$ cat src/hdl/assert_macros.svh
// ----------------------------------------------------------------------------
// assert_macros.svh
// shared concurrent assertion macros, clocked on clk_i, held off in reset
// ----------------------------------------------------------------------------
`ifndef ASSERT_MACROS_SVH
`define ASSERT_MACROS_SVH

// same-cycle implication
`define ASSERT_IMPL(label, ante, cons) \
  label: assert property (@(posedge clk_i) disable iff (!rst_ni) (ante) |-> (cons)) \
    else $error("assertion failed");

// next-cycle implication
`define ASSERT_NEXT(label, ante, cons) \
  label: assert property (@(posedge clk_i) disable iff (!rst_ni) (ante) |=> (cons)) \
    else $error("assertion failed");

`endif

$ cat src/hdl/ntt_pkg.sv
// ----------------------------------------------------------------------------
// ntt_pkg
// shared constants and codes of the number theoretic transform core
// ----------------------------------------------------------------------------
package ntt_pkg;

  localparam int unsigned LOG_MAX_DEF = 10;
  localparam int unsigned DW          = 31;
  localparam int unsigned IDX_W       = 10;
  localparam int unsigned LEN_W       = 5;
  localparam int unsigned CNT_W       = 5;
  localparam int unsigned ADDR_W      = 4;

  localparam logic [1:0] OP_WRITE = 2'd0;
  localparam logic [1:0] OP_RUN   = 2'd1;
  localparam logic [1:0] OP_READ  = 2'd2;

  localparam logic [1:0] REG_MODULUS = 2'd0;
  localparam logic [1:0] REG_ROOT    = 2'd1;
  localparam logic [1:0] REG_MAXLOG  = 2'd2;
  localparam logic [1:0] REG_LOGLEN  = 2'd3;

  localparam logic [DW-1:0] MODULUS_RST = 31'd998244353;
  localparam logic [DW-1:0] ROOT_RST    = 31'd879587319;
  localparam logic [4:0]    MAXLOG_RST  = 5'd23;
  localparam logic [3:0]    LOGLEN_RST  = 4'd10;

endpackage

$ cat src/hdl/ntt_modmul.sv
// ----------------------------------------------------------------------------
// ntt_modmul
// bit-serial modular multiplier, one multiplier bit per cycle, b below p
// ----------------------------------------------------------------------------
module ntt_modmul
  import ntt_pkg::*;
(
  input  logic          clk_i,
  input  logic          rst_ni,
  input  logic          start_i,
  input  logic [DW-1:0] a_i,
  input  logic [DW-1:0] b_i,
  input  logic [DW-1:0] p_i,
  output logic          done_o,
  output logic [DW-1:0] res_o
);

`include "assert_macros.svh"

  logic             busy_q;
  logic             done_q;
  logic [CNT_W-1:0] cnt_q;
  logic [DW-1:0]    a_q;
  logic [DW-1:0]    b_q;
  logic [DW-1:0]    r_q;
  logic [DW-1:0]    r_d;
  logic [DW:0]      pe;
  logic [DW:0]      t1;
  logic [DW:0]      t2;

  always_comb begin
    pe = {1'b0, p_i};
    t1 = {r_q, 1'b0};
    if (t1 >= pe) begin
      t1 = t1 - pe;
    end
    t2 = t1 + (a_q[DW-1] ? {1'b0, b_q} : '0);
    if (t2 >= pe) begin
      t2 = t2 - pe;
    end
    r_d = t2[DW-1:0];
  end

  always_ff @(posedge clk_i or negedge rst_ni) begin
    if (!rst_ni) begin
      busy_q <= 1'b0;
      done_q <= 1'b0;
      cnt_q  <= '0;
    end else begin
      done_q <= 1'b0;
      if (start_i) begin
        busy_q <= 1'b1;
        cnt_q  <= CNT_W'(DW);
      end else if (busy_q) begin
        cnt_q <= cnt_q - CNT_W'(1);
        if (cnt_q == CNT_W'(1)) begin
          busy_q <= 1'b0;
          done_q <= 1'b1;
        end
      end
    end
  end

  always_ff @(posedge clk_i) begin
    if (start_i) begin
      a_q <= a_i;
      b_q <= b_i;
      r_q <= '0;
    end else if (busy_q) begin
      a_q <= {a_q[DW-2:0], 1'b0};
      r_q <= r_d;
    end
  end

  assign done_o = done_q;
  assign res_o  = (p_i < DW'(2)) ? '0 : r_q;

  `ASSERT_IMPL(a_start_idle, start_i, !busy_q)
  `ASSERT_NEXT(a_start_busy, start_i, busy_q)
  `ASSERT_NEXT(a_last_step_done, busy_q && (cnt_q == CNT_W'(1)) && !start_i, done_o)

endmodule

$ cat config.mk
export PLATFORM = sky130hd
export DESIGN_NAME = ntt_modmul
export DESIGN_NICKNAME = d
export VERILOG_FILES = /design/src/hdl/ntt_pkg.sv /design/src/hdl/ntt_modmul.sv
export VERILOG_INCLUDE_DIRS = /design/src /design/src/hdl
export SDC_FILE = /design/constraint.sdc
export NUM_CORES = 1
export LEC_CHECK = 0
export BUFFER_PORTS_ARGS = -buffer_cell sky130_fd_sc_hd__buf_2
export CAP_MARGIN = 20
export CORE_ASPECT_RATIO = 1.75
export CORE_MARGIN = 4
export CORE_UTILIZATION = 25
export CTS_CLUSTER_SIZE = 28
export DETAILED_ROUTE_END_ITERATION = 10
export GPL_TIMING_DRIVEN = 0
export PLACE_DENSITY = 0.5
export SYNTH_ARGS = -nofsm -noshare
export SYNTH_HDL_FRONTEND = slang
export SYNTH_SLANG_ARGS = --single-unit
$ cat constraint.sdc
create_clock -name clk_i -period 7.5 [get_ports clk_i]
set_clock_uncertainty 0.1 [all_clocks]
set_input_delay 0 -clock clk_i [delete_from_list [all_inputs] [get_ports clk_i]]
set_output_delay 0 -clock clk_i [all_outputs]
set_load 0.02 [all_outputs]
Yosys cells after proc, flatten, opt, wreduce, memory -nomap -nowiden
Index checks and enable logic that the tools add are counted.

storage, ports and cells
  input bits = 96
  register bits = 100

cells by class
  $add $sub $neg = 4
  muxes and demuxes = 14
  reductions and logical operators = 1
  $lt $le $gt $ge = 3
  eq/ne operators = 1

operators with widths
  cell                                                  number
  2-to-1 mux 31 bit                                     5
  >= comparator 32 x 31 -> 1 bit                        2
  adder 32 x 31 -> 32 bit                               1
  2-to-1 mux 32 bit                                     1
  subtractor 32 x 31 -> 32 bit                          1
  < comparator 31 x 2 -> 1 bit (second input constant)  1
  subtractor 31 bit                                     1
  2-to-1 mux 5 bit                                      2
  2-to-1 mux 1 bit                                      6
  equality test 5 x 1 -> 1 bit (second input constant)  1
  subtractor 5 x 1 -> 5 bit (second input constant)     1
  nonzero test 2 bit                                    1

Depth between registers and ports, before layout
  word-level depth = 5
  gate-level depth with buffers = 35
  gate-level depth less buffers = 31

Least setup slack after synthesis
OpenSTA, ideal clock, no wires.

  path kind = reg-to-reg
  start = register r_q[0]
  end = register r_q[2]
  data required time = 7278 ps
  library setup time = 122 ps
  arrival time = 6759 ps
  cell stages (with the launch flop) = 29
  setup slack = 519 ps
  path buffers = 2
  cells stage by stage = dfxtp_1 -> fa_1 -> a211oi_1 -> o21ai_1 -> a221oi_1 -> o211ai_2 -> a31oi_2 -> clkbuf_1 -> clkbuf_1 -> o21ai_0 -> ha_1 -> nor2b_1 -> o31ai_1 -> o21ai_1 -> o41ai_2 -> o311ai_1 -> a221oi_1 -> xnor2_1 -> ha_1 -> nand4_1 -> nor4_1 -> and4_1 -> a211o_1 -> nor4_1 -> o31ai_1 -> nor2_1 -> mux2_2 -> and3_1 -> a311o_1

on the way
  word-level cells in the longest chain between the ends = 5

ends and longest elaborated chain
  what                                                                                   RTL line                            text
  start, declared                                                                        ntt_modmul.sv:25                    logic [DW-1:0] r_q;
  start signal, assigned                                                                 ntt_modmul.sv:71                    r_q <= r_d;
  subtractor 32 x 31 -> 32 bit / >= comparator 32 x 31 -> 1 bit (equally long branches)  ntt_modmul.sv:35, ntt_modmul.sv:34
  2-to-1 mux 32 bit (*)                                                                  ntt_modmul.sv:34                    if (t1 >= pe) begin
  adder 32 x 31 -> 32 bit (*)                                                            ntt_modmul.sv:37                    t2 = t1 + (a_q[DW-1] ? {1'b0, b_q} : '0);
  subtractor 31 bit / >= comparator 32 x 31 -> 1 bit (equally long branches)             ntt_modmul.sv:39, ntt_modmul.sv:38
  2-to-1 mux 31 bit (*)                                                                  ntt_modmul.sv:38                    if (t2 >= pe) begin

Mark *: on every way between the ends. The rest lies on a longest branch, timed or not.
A chain may end at the register's enable or synchronous reset.

Worst setup path after layout
  start = register r_q[0]
  end = register r_q[26]

Same word-level chain as after synthesis.

==> out/results.txt <==
Die outline width - 156 um
# DRC - 0
Dpl hpwl - 29.8 mm
1st-pass router iterations - 4
DRT iter0 DRCs - 496
CTS root buf - clkbuf_16
CTS Sinks - 100
Vias/cell - 5.07
Sequential cell area fraction in the yosys report - 0.278
Max Fclk - 0.136 GHz
CP max stage cell - a211oi_2
Core Region - 37600 sq um
Hold Crit Start - p_i[0]
Rows - 94
Max_slew headroom - 0.388
Worst path max stage delay - 0.44 ns
Min-delay worst type - in2reg
CP startpoint kind - flop
Clock latency on the worst-skew pair - 0.39 ns
RSZ-0062 raised after global routing - yes
Final ANT Viol Nets - 0
CP endpoint kind - flop
Worst path most repeated cell - a211oi_2
Crit path max fanout - 7
Final wirelength - 37.4 mm
Cell total after placement - 1731
Largest net degree at the start of global routing - 33
Cells after Synth - 1122
Primary FF master, synth - edfxtp_1
Die ar. - 41500 sq um
Synth warn - 0
Worst setup path class - reg2reg
Placer Congestion - 0.897
Antenna violations before repair - 3
Max Slew Vio Count - 0
Post-Layout Cell Count - 1857
Worst R2R Setup Slack - 0.13 ns
CTS tree - done
Starting Density - 0.254
Overall Global Routing Usage - 0.176
FF-to-FF End - r_q[26]$_SDFFE_PP0P_
CTS buffer count - 9
Fin Setup TNS - 0 ns
CP Data Arrival Time - 7.53 ns
Post-synth ARST share - 0.0700
Synth Area per Inst - 8.51 sq um
Die Y - 266 um
Worst-Margin Slew - 0.906 ns
Hold Fails Final Rpt - 0
IO buf count - 127
Distinct cells, synth - 71
Routed vias - 9416
Max-cap violations - 0
Grt ovf - 0
Worst reg2reg path depth - 28
Drt wl/cell - 20.1 um
Clock transition at path regs - 0.10 ns
Boundary pin count - 128
Fin crit period - 7.37 ns
Commonest non-fill, non-tap cell in the layout - buf_2
Syn Std Cell Area - 9540 sq um
WHS Endpoint - r_q[0]$_SDFFE_PP0P_
Count of final setup violators - 0
Most frequent cells in the layout - buf_2 (132), nand2_1 (92), nor2_1 (73)
Syn_nets - 1316
#FFs+latches synth - 100
R2R Path Start - r_q[0]$_SDFFE_PP0P_
Number of synthesized flops with an enable pin - 62
Critical Path RT - 7.65 ns
Tcrit/Tclk final - 0.983
Max clock buf depth - 2
Min-Delay Path Depth - 4
First-pass GRT wire length - 55.6 mm
Nets - 1565
CTS H-tree lvls - 3
Layout cell share with drive strength beyond 1 - 0.263
Result of the run - finished, final reports clean
Vias in the first global route - 9742
P&R area growth vs syn - 36.1%
critical path, delay by kind of cell (launching register included):
kind / cells / cell delay (ns)
AOI/OAI and AO/OA: 13 / 3.34
xor gates and xnor gates: 2 / 0.28
adders and majority gates: 3 / 1.18
buffers and inverters: 1 / 0.21
DFF: 1 / 0.38
muxes: 2 / 0.68
and+or+nand+nor: 7 / 1.06
repair_timing:
action                     in CTS  in global routing
hold buffers                   64                  0
pin swaps                      20                 49
gates cloned                    1                  2
gates resized for setup        82                102
setup endpoints to repair      31                 31
buffers inserted               15                 32
hold endpoints to repair       69                  0
sequential cells by signal, summed over array words and instances (netlist names):
signal  cells
a_q        31
b_q        31
r_q        31
cnt_q       5
busy_q      1
done_o      1
how the worst max path moves through the flow:
| stage | slack (ns) | cells past startpoint | startpoint | endpoint |
|---|---|---|---|---|
| 2_1_floorplan | 0.52 | 28 | r_q[0]$_SDFFE_PP0P_ | r_q[2]$_SDFFE_PP0P_ |
| 3_3_place_gp | -2.61 | 30 | r_q[19]$_SDFFE_PP0P_ | r_q[27]$_SDFFE_PP0P_ |
| 3_5_place_dp | -2.56 | 30 | r_q[19]$_SDFFE_PP0P_ | r_q[15]$_SDFFE_PP0P_ |
| 4_1_cts | 0.003 | 32 | r_q[21]$_SDFFE_PP0P_ | r_q[26]$_SDFFE_PP0P_ |
| 5_1_grt | -0.12 | 32 | r_q[0]$_SDFFE_PP0P_ | r_q[9]$_SDFFE_PP0P_ |
| 6_report | 0.13 | 28 | r_q[0]$_SDFFE_PP0P_ | r_q[26]$_SDFFE_PP0P_ |
final cells by class:
type / instances / area (sq um)
Clock inverter: 7 / 83.8
Fill cell: 3946 / 24700
Clock buffer: 9 / 225
Timing Repair Buffer: 243 / 1730
Sequential cell: 100 / 2670
Buffer: 33 / 234
Multi-Input combinational cell: 919 / 7190
Antenna cell: 1 / 2.50
Tap cell: 480 / 601
Inverter: 65 / 244
per-stage QoR:
| step | area, sq um | util | worst slack (ns) | hold WS [ns] |
|---|---|---|---|---|
| 5_1_grt | 13000 | 0.345 | -0.123 | 0.0920 |
| 3_5_place_dp | 10800 | 0.287 | -2.56 | -0.252 |
| 4_1_cts | 12300 | 0.327 | 0.00280 | 0.0601 |
| 3_3_place_gp | 10800 | 0.286 | -2.61 | -0.253 |
| 2_1_floorplan | 9540 | - | 0.519 | -0.396 |
| 6_report | 13000 | 0.345 | 0.128 | 0.0847 |
metal layers:
metal / vias to the layer above / share of wire / GRT usage
met5: - / 0.00053 / 0
met4: 4 / 0.074 / 0.121
met3: 106 / 0.033 / 0.0273
met2: 242 / 0.54 / 0.333
met1: 4447 / 0.35 / 0.173
li1: 4617 / - / -
Yosys cell counts (3+ instances only):
library cell  count  area [sq um]
ha_1             95          1190
nand2_1          93           349
o21ai_0          81           405
a21oi_1          78           390
nor2_1           77           289
inv_1            65           244
edfxtp_1         62          1860
xnor2_1          54           473
nor2b_1          39           244
and2_1           35           219
mux2_2           34           383
a21o_1           33           248
a211oi_1         32           240
dfxtp_1          31           621
xor2_1           31           272
clkbuf_1         25          93.8
mux2i_1          23           230
nand3_1          22           110
nor3_1           21           105
nor4_1           17           106
nand4_1          15          93.8
o211ai_1         15           113
o21a_1           14           105
a31oi_1          12          75.1
o21bai_1         11          82.6
or3_1             8          50.1
dfrtp_1           7           175
and3_1            6          37.5
buf_2             6          30.0
nand2b_1          6          37.5
buf_1             5          18.8
a31o_2            4          35.0
o31ai_1           4          30.0
a2111oi_0         3          26.3
a211o_1           3          26.3
and4_1            3          26.3
fa_1              3          60.1
o21ai_1           3          15.0
o311ai_0          3          26.3
o41ai_1           3          26.3
or2_2             3          18.8
logic make-up (layout without fill, tap and decap cells):
| logic type | count (synthesis) | count (layout) | share of synthesized area |
|---|---|---|---|
| AOI/OAI and AO/OA | 323 | 323 | 0.217 |
| and+or+nand+nor | 354 | 354 | 0.185 |
| other | 0 | 1 | 0 |
| adders and majority gates | 98 | 98 | 0.131 |
| muxes | 58 | 58 | 0.0657 |
| buffers and inverters | 103 | 357 | 0.0429 |
| xor gates and xnor gates | 86 | 86 | 0.0797 |
| DFF | 100 | 100 | 0.278 |
Power is not shown: default switching activity piles up to over one toggle a cycle in this logic, so the estimate is an artifact.
